File: src/hw/rtl/wfrra_pkg.sv
// ----------------------------------------------------------------------------
// wfrra_pkg
// Shared constants and helpers for the write-first round-robin read arbiter.
// ----------------------------------------------------------------------------
`default_nettype none

package wfrra_pkg;

  localparam int THREADS_DEF     = 4;
  localparam int QUEUE_DEPTH_DEF = 8;
  localparam int ADDR_BITS_DEF   = 32;
  localparam int TIME_BITS_DEF   = 32;

  localparam int MODE_W   = 2;
  localparam int THREAD_W = 2;
  localparam int CMD_W    = 2;

  localparam logic [MODE_W-1:0] MODE_ENQ_WR = 2'd0;
  localparam logic [MODE_W-1:0] MODE_ENQ_RD = 2'd1;
  localparam logic [MODE_W-1:0] MODE_GRANT  = 2'd2;

  // payload fields without the mode, rounded up to whole bytes
  function automatic int in_data_w(int addr_bits, int time_bits);
    return ((THREAD_W + addr_bits + time_bits + CMD_W + 7) / 8) * 8;
  endfunction

  // granted, thread, is_write, address, time, command, refused
  function automatic int out_data_w(int addr_bits, int time_bits);
    return ((1 + THREAD_W + 1 + addr_bits + time_bits + CMD_W + 1 + 7) / 8) * 8;
  endfunction

endpackage

`default_nettype wire

File: src/hw/rtl/write_first_rr_oldest_read_arbiter.sv
// ----------------------------------------------------------------------------
// write_first_rr_oldest_read_arbiter
// Per-thread write and read queues with a write-first, oldest-read grant.
// ----------------------------------------------------------------------------
// Usage:
//   in_*  : one item per transfer. in_tuser carries the mode (enqueue write,
//           enqueue read, grant). in_tdata carries thread, address, arrival
//           time and command. Every item yields exactly one result on out_*.
//   out_* : granted, thread, is_write, address, arrival time, command and
//           the refused flag of a dropped enqueue, all in out_tdata.
//   A grant scans threads from the one after the last winner: the first
//   thread with a write wins, else the read with the smallest head time,
//   ties to the earlier thread in that order.
//   out_tvalid rises once the item has sat in the input register and one
//   pass of decision logic has filled the result register.
//   One item is taken every cycle while the result is not stalled; each queue keeps its head entry in a
//   register read ahead from its memory, so the decision never waits on a
//   memory read.
//   When the receiver stalls, the result register holds and the input
//   register still takes one more item before in_tready drops.
//   Reset empties every queue and points the round robin at the last thread;
//   queue memories are not cleared.
// ----------------------------------------------------------------------------
`default_nettype none

module write_first_rr_oldest_read_arbiter #(
  parameter int THREADS     = wfrra_pkg::THREADS_DEF,
  parameter int QUEUE_DEPTH = wfrra_pkg::QUEUE_DEPTH_DEF,
  parameter int ADDR_BITS   = wfrra_pkg::ADDR_BITS_DEF,
  parameter int TIME_BITS   = wfrra_pkg::TIME_BITS_DEF
) (
  input  wire logic clk,
  input  wire logic rst_n,
  input  wire logic in_tvalid,
  output logic      in_tready,
  // thread, address, arrival_time, command
  input  wire logic [wfrra_pkg::in_data_w(ADDR_BITS, TIME_BITS)-1:0] in_tdata,
  // mode
  input  wire logic [wfrra_pkg::MODE_W-1:0] in_tuser,
  output logic      out_tvalid,
  input  wire logic out_tready,
  // granted, grant_thread, grant_is_write, grant_address, grant_arrival_time,
  // grant_command, enqueue_refused
  output logic [wfrra_pkg::out_data_w(ADDR_BITS, TIME_BITS)-1:0] out_tdata
);
  import wfrra_pkg::*;

  localparam int OUT_W = out_data_w(ADDR_BITS, TIME_BITS);
  localparam int RES_W = 1 + THREAD_W + 1 + ADDR_BITS + TIME_BITS + CMD_W + 1;
  localparam int TW    = $clog2(THREADS);
  localparam int PW    = TW + 1;
  localparam int HW    = $clog2(QUEUE_DEPTH);
  localparam int CW    = $clog2(QUEUE_DEPTH + 1);
  localparam int SW    = CW + 1;

  localparam int A_LO = THREAD_W;
  localparam int T_LO = A_LO + ADDR_BITS;
  localparam int C_LO = T_LO + TIME_BITS;

  typedef struct packed {
    logic [ADDR_BITS-1:0] addr;
    logic [TIME_BITS-1:0] tstamp;
    logic [CMD_W-1:0]     cmd;
  } entry_t;

  typedef struct packed {
    logic [MODE_W-1:0]   mode;
    logic [THREAD_W-1:0] thread;
    entry_t              ent;
  } item_t;

  typedef struct packed {
    logic                 refused;
    logic [CMD_W-1:0]     cmd;
    logic [TIME_BITS-1:0] tstamp;
    logic [ADDR_BITS-1:0] addr;
    logic                 is_write;
    logic [THREAD_W-1:0]  thread;
    logic                 granted;
  } result_t;

  // input register
  logic  in_valid_r;
  item_t in_item_r;
  logic  go;

  // result register
  logic    out_valid_r;
  result_t res_r, res_nxt;

  logic [TW-1:0] rr_ptr_r, rr_ptr_nxt;

  // per queue view, index 0 is the write queue, 1 the read queue
  logic [CW-1:0] cnt_q  [2][THREADS];
  entry_t        head_q [2][THREADS];
  logic          push_q [2][THREADS];
  logic          pop_q  [2][THREADS];

  logic [TW-1:0]  pos [THREADS];
  logic [THREADS-1:0] wv, rv, wwin, rwin;
  logic           any_w, any_r;
  logic           thr_ok, enq, enq_ok, is_grant;
  logic [TW-1:0]  thr_idx;

  assign go        = in_valid_r && (!out_valid_r || out_tready);
  assign in_tready = !in_valid_r || go;

  always_ff @(posedge clk) begin
    if (!rst_n) begin
      in_valid_r <= 1'b0;
    end else if (in_tvalid && in_tready) begin
      in_valid_r <= 1'b1;
    end else if (go) begin
      in_valid_r <= 1'b0;
    end
  end

  always_ff @(posedge clk) begin
    if (in_tvalid && in_tready) begin
      in_item_r.mode       <= in_tuser;
      in_item_r.thread     <= in_tdata[THREAD_W-1:0];
      in_item_r.ent.addr   <= in_tdata[T_LO-1:A_LO];
      in_item_r.ent.tstamp <= in_tdata[C_LO-1:T_LO];
      in_item_r.ent.cmd    <= in_tdata[C_LO+CMD_W-1:C_LO];
    end
  end

  // decode of the held item
  assign thr_ok   = 32'(in_item_r.thread) < 32'(THREADS);
  assign thr_idx  = TW'(in_item_r.thread);
  assign enq      = (in_item_r.mode == MODE_ENQ_WR) || (in_item_r.mode == MODE_ENQ_RD);
  assign is_grant = in_item_r.mode == MODE_GRANT;
  assign enq_ok   = thr_ok &&
                    (in_item_r.mode == MODE_ENQ_WR ?
                      cnt_q[0][thr_idx] != CW'(QUEUE_DEPTH) :
                      cnt_q[1][thr_idx] != CW'(QUEUE_DEPTH));

  // scan position of each thread, 0 is the one right after the pointer
  always_comb begin
    logic [PW-1:0] d;
    d = '0;
    for (int j = 0; j < THREADS; j++) begin
      d = PW'(j) + PW'(THREADS - 1) - PW'(rr_ptr_r);
      pos[j] = (d >= PW'(THREADS)) ? TW'(d - PW'(THREADS)) : TW'(d);
    end
  end

  always_comb begin
    for (int j = 0; j < THREADS; j++) begin
      wv[j] = cnt_q[0][j] != '0;
      rv[j] = cnt_q[1][j] != '0;
    end
  end

  assign any_w = |wv;
  assign any_r = |rv;

  // pairwise compare matrix, exactly one winner when any queue is nonempty
  always_comb begin
    for (int j = 0; j < THREADS; j++) begin
      wwin[j] = wv[j];
      rwin[j] = rv[j];
      for (int k = 0; k < THREADS; k++) begin
        if (k != j) begin
          if (wv[k] && pos[k] < pos[j]) wwin[j] = 1'b0;
          if (rv[k] && (head_q[1][k].tstamp < head_q[1][j].tstamp ||
                        (head_q[1][k].tstamp == head_q[1][j].tstamp &&
                         pos[k] < pos[j])))
            rwin[j] = 1'b0;
        end
      end
    end
  end

  always_comb begin
    for (int j = 0; j < THREADS; j++) begin
      push_q[0][j] = go && enq && enq_ok && in_item_r.mode == MODE_ENQ_WR &&
                     thr_idx == TW'(j);
      push_q[1][j] = go && enq && enq_ok && in_item_r.mode == MODE_ENQ_RD &&
                     thr_idx == TW'(j);
      pop_q[0][j]  = go && is_grant && wwin[j];
      pop_q[1][j]  = go && is_grant && !any_w && rwin[j];
    end
  end

  always_comb begin
    logic [THREADS-1:0] win;
    logic [TW-1:0]      gidx;
    entry_t             gent;
    win  = any_w ? wwin : rwin;
    gidx = '0;
    gent = '0;
    for (int j = 0; j < THREADS; j++) begin
      if (win[j]) begin
        gidx = TW'(j);
        gent = any_w ? head_q[0][j] : head_q[1][j];
      end
    end
    res_nxt    = '0;
    rr_ptr_nxt = rr_ptr_r;
    if (enq) begin
      res_nxt.refused = !enq_ok;
    end else if (is_grant && (any_w || any_r)) begin
      res_nxt.granted  = 1'b1;
      res_nxt.thread   = THREAD_W'(gidx);
      res_nxt.is_write = any_w;
      res_nxt.addr     = gent.addr;
      res_nxt.tstamp   = gent.tstamp;
      res_nxt.cmd      = gent.cmd;
      rr_ptr_nxt       = gidx;
    end
  end

  always_ff @(posedge clk) begin
    if (!rst_n) begin
      out_valid_r <= 1'b0;
      rr_ptr_r    <= TW'(THREADS - 1);
    end else begin
      if (go) begin
        out_valid_r <= 1'b1;
        rr_ptr_r    <= rr_ptr_nxt;
      end else if (out_tready) begin
        out_valid_r <= 1'b0;
      end
    end
  end

  always_ff @(posedge clk) begin
    if (go) begin
      res_r <= res_nxt;
    end
  end

  assign out_tvalid = out_valid_r;
  assign out_tdata  = OUT_W'(RES_W'(res_r));

  // one fifo per thread and kind, head entry read ahead into a register
  for (genvar k = 0; k < 2; k++) begin : g_kind
    for (genvar j = 0; j < THREADS; j++) begin : g_q
      logic [HW-1:0] head_r, head_nxt, waddr;
      logic [CW-1:0] cnt_r;
      logic [SW-1:0] wsum;
      entry_t        mem [QUEUE_DEPTH];
      entry_t        hd_r;

      assign wsum     = SW'(head_r) + SW'(cnt_r);
      assign waddr    = (wsum >= SW'(QUEUE_DEPTH)) ? HW'(wsum - SW'(QUEUE_DEPTH)) :
                                                    HW'(wsum);
      assign head_nxt = !pop_q[k][j] ? head_r :
                        (head_r == HW'(QUEUE_DEPTH - 1)) ? '0 : head_r + 1'b1;

      always_ff @(posedge clk) begin
        if (!rst_n) begin
          head_r <= '0;
          cnt_r  <= '0;
        end else begin
          head_r <= head_nxt;
          if (push_q[k][j]) begin
            cnt_r <= cnt_r + 1'b1;
          end else if (pop_q[k][j]) begin
            cnt_r <= cnt_r - 1'b1;
          end
        end
      end

      always_ff @(posedge clk) begin
        if (push_q[k][j]) begin
          mem[waddr] <= in_item_r.ent;
        end
        // write-first bypass when the new head is the slot being written
        if (push_q[k][j] && waddr == head_nxt) begin
          hd_r <= in_item_r.ent;
        end else begin
          hd_r <= mem[head_nxt];
        end
      end

      assign cnt_q[k][j]  = cnt_r;
      assign head_q[k][j] = hd_r;
    end
  end

endmodule

`default_nettype wire

File: config.mk
export PLATFORM = sky130hd
export DESIGN_NAME = write_first_rr_oldest_read_arbiter
export DESIGN_NICKNAME = d
export VERILOG_FILES = /design/src/hw/rtl/wfrra_pkg.sv /design/src/hw/rtl/write_first_rr_oldest_read_arbiter.sv
export SDC_FILE = /design/constraint.sdc
export NUM_CORES = 2
export LEC_CHECK = 0
export BUFFER_PORTS_ARGS = -buffer_cell sky130_fd_sc_hd__buf_2
export CAP_MARGIN = 20
export CORE_MARGIN = 2
export CORE_UTILIZATION = 65
export CTS_CLUSTER_SIZE = 20
export DETAILED_ROUTE_END_ITERATION = 7
export HOLD_SLACK_MARGIN = 0.08
export PLACE_DENSITY = 0.85
export SETUP_SLACK_MARGIN = 0.1
export SLEW_MARGIN = 10
export SYNTH_ARGS = -nofsm -noshare
export SYNTH_HDL_FRONTEND = slang
export SYNTH_MEMORY_MAX_BITS = 65536
export SYNTH_SLANG_ARGS = --single-unit
File: constraint.sdc
create_clock -name clk -period 29 [get_ports clk]
set_input_delay 1.45 -clock clk [delete_from_list [all_inputs] [get_ports clk]]
set_output_delay 1.45 -clock clk [all_outputs]
set_load 0.01 [all_outputs]
* Word level (Yosys, flattened, before mapping)
Memory sizes are Yosys's and may differ from the RTL's. A register that Yosys moved wholly into a read port is not among the register bits.
Index checks and enable logic that the tools add are counted.
** Word-level totals
- Register bits :: 201
- Memory bits (writable) :: 4224
- Logic and storage cells :: 367
- Memories :: 8
** Operators by class
- Add/subtract/negate cells :: 48
- Magnitude comparators :: 37
- Eq/ne operators :: 27
- Muxes and demuxes :: 108
- Bitwise operators :: 3
- Reduce and logical (&&, ||, !) cells :: 105
** Memories
- g_kind[0].g_q[0].mem :: depth 8, width 66, rd ports 1, clocked after memory_dff 1, write ports 1, line write_first_rr_oldest_read_arbiter.sv:243 : entry_t mem [QUEUE_DEPTH];
- g_kind[0].g_q[1].mem :: depth 8, width 66, rd ports 1, clocked after memory_dff 1, write ports 1, line write_first_rr_oldest_read_arbiter.sv:243
- g_kind[0].g_q[2].mem :: depth 8, width 66, rd ports 1, clocked after memory_dff 1, write ports 1, line write_first_rr_oldest_read_arbiter.sv:243
- g_kind[0].g_q[3].mem :: depth 8, width 66, rd ports 1, clocked after memory_dff 1, write ports 1, line write_first_rr_oldest_read_arbiter.sv:243
- g_kind[1].g_q[0].mem :: depth 8, width 66, rd ports 1, clocked after memory_dff 1, write ports 1, line write_first_rr_oldest_read_arbiter.sv:243
- g_kind[1].g_q[1].mem :: depth 8, width 66, rd ports 1, clocked after memory_dff 1, write ports 1, line write_first_rr_oldest_read_arbiter.sv:243
- 2 more memories
** Operators with widths (number)
- $mux W66 :: 8
- $eq A32 B32 Y1 :: 12
- $lt A32 B32 Y1 :: 12
- $mux W4 :: 21
- $mux W3 :: 24
- $logic_and A1 B1 Y1 :: 61
- $mux W1 :: 47
- $add A3 B4 Y5 :: 8
- $ge A5 B4 Y1 const B :: 8
- $add A4 B1 Y4 const B :: 8
- $reduce_bool A4 Y1 :: 8
- $sub A4 B1 Y4 const B :: 8
- $add A3 B1 Y3 const B :: 8
- $eq A3 B3 Y1 const B :: 8
- $lt A2 B2 Y1 :: 12
- $sub A3 B1 Y3 const B :: 8
- $reduce_bool A2 Y1 :: 10
- $bmux W4 S2 :: 2
- $logic_or A1 B1 Y1 :: 16
- $ge A3 B3 Y1 const B :: 5
- $mux W2 :: 6
- $sub A3 B2 Y3 const A :: 3
- $ne A4 B4 Y1 const B :: 2
- $reduce_or A4 Y1 :: 2
- other kinds (10) :: 21

* Logic depth before layout (Yosys ltp)
- Depth after elaboration :: 15
- Mapped depth :: 19
- Depth with buffers taken out :: 13

* Worst setup path after synthesis
OpenSTA, ideal clock, no wires.
- Path kind :: input to register
- From :: input out_tready
- To :: memory g_kind[1].g_q[3].mem[0][0] (netlist bit) (enable)
- Setup time :: 0.677 ns
- Arrival time :: 9.590 ns
- Data required time :: 28.323 ns
- Path slack :: 18.733 ns
- Stages :: 5
- Path buffers :: 0
- Cell sequence :: nor2b_1 nand2b_1 nor4b_1 nand3_1 nor4b_1
** Between the ends
- Longest elaborated chain between the ends :: 8
** Ends and longest elaborated chain
- start, declared :: line write_first_rr_oldest_read_arbiter.sv:41 : input wire logic out_tready,
- $logic_or A1 B1 Y1 :: line write_first_rr_oldest_read_arbiter.sv:105 : assign go = in_valid_r && (!out_valid_r || out_tready);
- $logic_and A1 B1 Y1 :: line write_first_rr_oldest_read_arbiter.sv:105
- $logic_and A1 B1 Y1 (4 in a row) :: line write_first_rr_oldest_read_arbiter.sv:179 : push_q[1][j] = go && enq && enq_ok && in_item_r.mode == MODE_ENQ_RD &&
- $mux W1 :: line write_first_rr_oldest_read_arbiter.sv:267 : if (push_q[k][j]) begin
- $mux W1 (not written as such) :: line write_first_rr_oldest_read_arbiter.sv:268 : mem[waddr] <= in_item_r.ent;
- end, declared :: line write_first_rr_oldest_read_arbiter.sv:243
No other way between the ends.

==> results.toml <==
[run_status]
status = "complete, but fails checks"
violations = "DRC"

[die]
rows = 190
ioPinCount = 152
fp.coreArea_sq_mm = 0.2682
dieArea_sq_mm = 0.2740
die-height_um = 523.4
initial_core_util_pct = 65.40
fp.dieW_um = 523.4

[global_routing]
grt_pass1_vias = 99020
grtUsageTotal_pct = 42.37
grt_max_degree = 158
grt_pass1_wl_um = 789200
grt_antenna_before_repair = 36
grt.overflow.total = 0

[worst_hold_path]
min_path_type = "register to register"
worstHoldStart = "g_kind[1].g_q[3].head_r[2]"

[route]
antenna_left = 0
met3WireLength_um = 86740
wl_met2_um = 266400
totalWireLength_um = 575300
wl_per_cell_um = 45.67
drtPass1Iterations = 7
m1WireLength_um = 164900
vias_per_cell = 7.790
drc_errors = 2
via_count = 98130
drt_iter0_drc = 19620
dr.max_layer_used = "met5"

[synthesis]
ys_warn_count = 0
avgSynthCellArea_sq_um = 21.21
yosysTopAreaCell = "edfxtp_1"
synth.top_cell.area_share_pct = 74.74
syn_inst = 8269
ys_ff_latch = 4449
synth_edf_count = 4365
synth_common_cells = "edfxtp_1, mux4_2, mux2i_1"
synthDistinctLibCells = 71
syn_nets = 8599
synth_seq_area_share_pct = 75.70
async_flop_share_pct = 0
synth_most_common_cell = "edfxtp_1"
synth.area.top_cells = "edfxtp_1, mux4_2, mux2i_1, ha_1, dfxtp_1"
synth_area_sq_mm = 0.1754
ys.flop_type = "edfxtp_1"

[sta]
fin_setup_tns_ps = 0
fin_crit_sh_pct = 30.41
finalSetupViolations = 0
tightest_slew_ps = 1283
layout_setup_ws_ps = 20180
whs_ps = 521.1
rsz0062_at_grt = "no"
max_freq_mhz = 113.4
hold_viol_final = 0
slew_viol_final = 0
slew_headroom_pct = 14.48
min_period_ps = 8818
skew_ps = 111.4

[critical_path]
cpPeakStageDelay_ps = 1010
critPathCaptureType = "register"
critPathRequiredTime_ps = 29790
crit_buf_inv = 3
crit_chain = "buf_4 -> buf_4 -> mux4_2 -> mux2_2 -> ha_1 -> nand4_1 -> nor4_1 -> o31a_1 -> o21ai_0 -> a2111oi_4 -> nand2b_4 -> buf_4 -> a22oi_1 -> o221ai_1"
cp_max_fo = 53
crit_top_cell = "buf_4"
cp_slowest_cell = "dfxtp_4"
critPathLaunchType = "register"
crit_type = "register to register"
crit_family = "buffers and inverters"
cp.arrival_ps = 9610

[placement]
gp_congestion = 0.9571
post-place-ws_ps = 20760
placed_cells = 11810
io_buffer_count = 146
hpwl_um = 290200

[cells_and_area]
drive_gt1_share_pct = 25.33
final_nets = 9013
fin_cells = 12600
fillers = 13470
syn2layout_area_growth_pct = 11.46

[clock_tree]
cts_tree = "done"
cts_setup_buffers = 0
cts_root_buf = "clkbuf_16"
clock_latency_ps = 1050
clk_pin_slew_worst_paths_ps = 70
post_cts_resized = 0
h-tree-depth = 5
cts_buffers = 421
clockBufferDepth = 4
cts_sinks = 4449
holdBufCountCts = 0

[pwr]
power.leakage_nw = 60.27
sw_frac_of_total_pct = 22.41
clkPwrFrac_pct = 43.4
vdd_drop_max_v = 0.00008579
p_per_area_mw_per_mm2 = 67.77
switchingPower_mw = 2.969
combPwrFrac_pct = 3.1
cellInternalPower_mw = 10.28
p_seq_share_pct = 53.5

[run]
maxCapViolCount = 0
==> registers in the layout, summed over array words and instances, names as in the netlist, named ones only <==
name and count:
g_kind.g_q.cnt_r 32, g_kind.g_q.head_r 24, g_kind.g_q.mem 4224, in_item_r 68, in_valid_r 1, out_tdata 71, out_tvalid 1, rr_ptr_r 2
thr_idx 2
==> worst register-to-register path, stage by stage (launching register included) <==
cell and delay [ps]:
dfxtp_4 1010, buf_4 700, buf_4 800, mux4_2 450, mux2_2 450, ha_1 410
nand4_1 300, nor4_1 880, o31a_1 360, o21ai_0 220, a2111oi_4 610, nand2b_4 440
buf_4 900, a22oi_1 580, o221ai_1 490
==> power groups by stage <==
stage / Clock, mW / Sequential (mW) / Combinational [mW]
6_report: 5.75 / 7.08 / 0.410
5_1_grt: 5.94 / 7.08 / 0.411
4_1_cts: 5.73 / 7.08 / 0.387
3_5_place_dp: 0 / 7.22 / 0.372
3_3_place_gp: 0 / 7.22 / 0.352
2_1_floorplan: 0 / 7.27 / 0.143
==> area by class of cell <==
type	count	area, sq um	area share (%)
well taps	3552	4444	2.274
inverters	80	304.0	0.1555
clock inverters	257	2878	1.472
multi-input cells	3312	41130	21.04
repair buffers	419	2918	1.493
diodes	13	32.53	0.01664
clock buffers	515	10930	5.592
flip-flops and latches	4449	132800	67.96
==> per-stage QoR <==
stage | total power [mW] | util [%] | area, sq um
2_1_floorplan | 7.412 | - | 175400
3_3_place_gp | 7.573 | 67.69 | 181500
3_5_place_dp | 7.594 | 67.69 | 181500
4_1_cts | 13.20 | 72.84 | 195300
5_1_grt | 13.43 | 72.89 | 195500
6_report | 13.25 | 72.90 | 195500
==> path summary, 6_finish.rpt <==
check	endpoint	slack [ps]	cells after the start
setup / recovery	out_tdata[67]	20180	14
hold / removal	register	520	1
setup reg to reg	out_tdata[67]	20180	14
hold reg to reg	register	520	1
==> routing by layer <==
layer | GRT usage [%] | up-vias
li1 | - | 35380
met1 | 51.11 | 48850
met2 | 65.29 | 10990
met3 | 12.65 | 2886
met4 | 31.84 | 30
met5 | 0.03465 | -
==> cells in the final DEF (no fill, tap or decap), types with 28 or more instances in the layout <==
cell type  netlist  routed
a211oi_1       127     127
a21oi_1        285     285
a221oi_1        39      39
a22oi_1         36      36
and2_1          43      42
buf_2           16     147
buf_4            3     262
bufinv_16        0      48
clkbuf_1       295      92
clkbuf_16        0     423
clkinv_1         0      98
clkinv_2         0      59
dfxtp_1         84      60
edfxtp_1      4365    4365
ha_1           236     236
inv_1           80      78
mux2_2         117     117
mux2i_1        324     323
mux4_2        1056    1056
nand2_1        225     223
nand3_1         68      68
nand4_1         49      49
nor2_1         129      96
nor2_4           0      33
nor2b_1        143     142
nor3_2           0      28
o21ai_0        101     101
o221ai_1        30      30
xnor2_1         29      29
==> cells by family after synthesis <==
logic type	share of synthesized area, %
fa+ha+maj	1.866
xor+xnor	0.2147
flops	75.70
mux	16.16
other cells	0.002138
buf+inv	1.109
simple gates	2.269
compound gates	2.680
No activity file was read; power rests on OpenSTA's default activity.
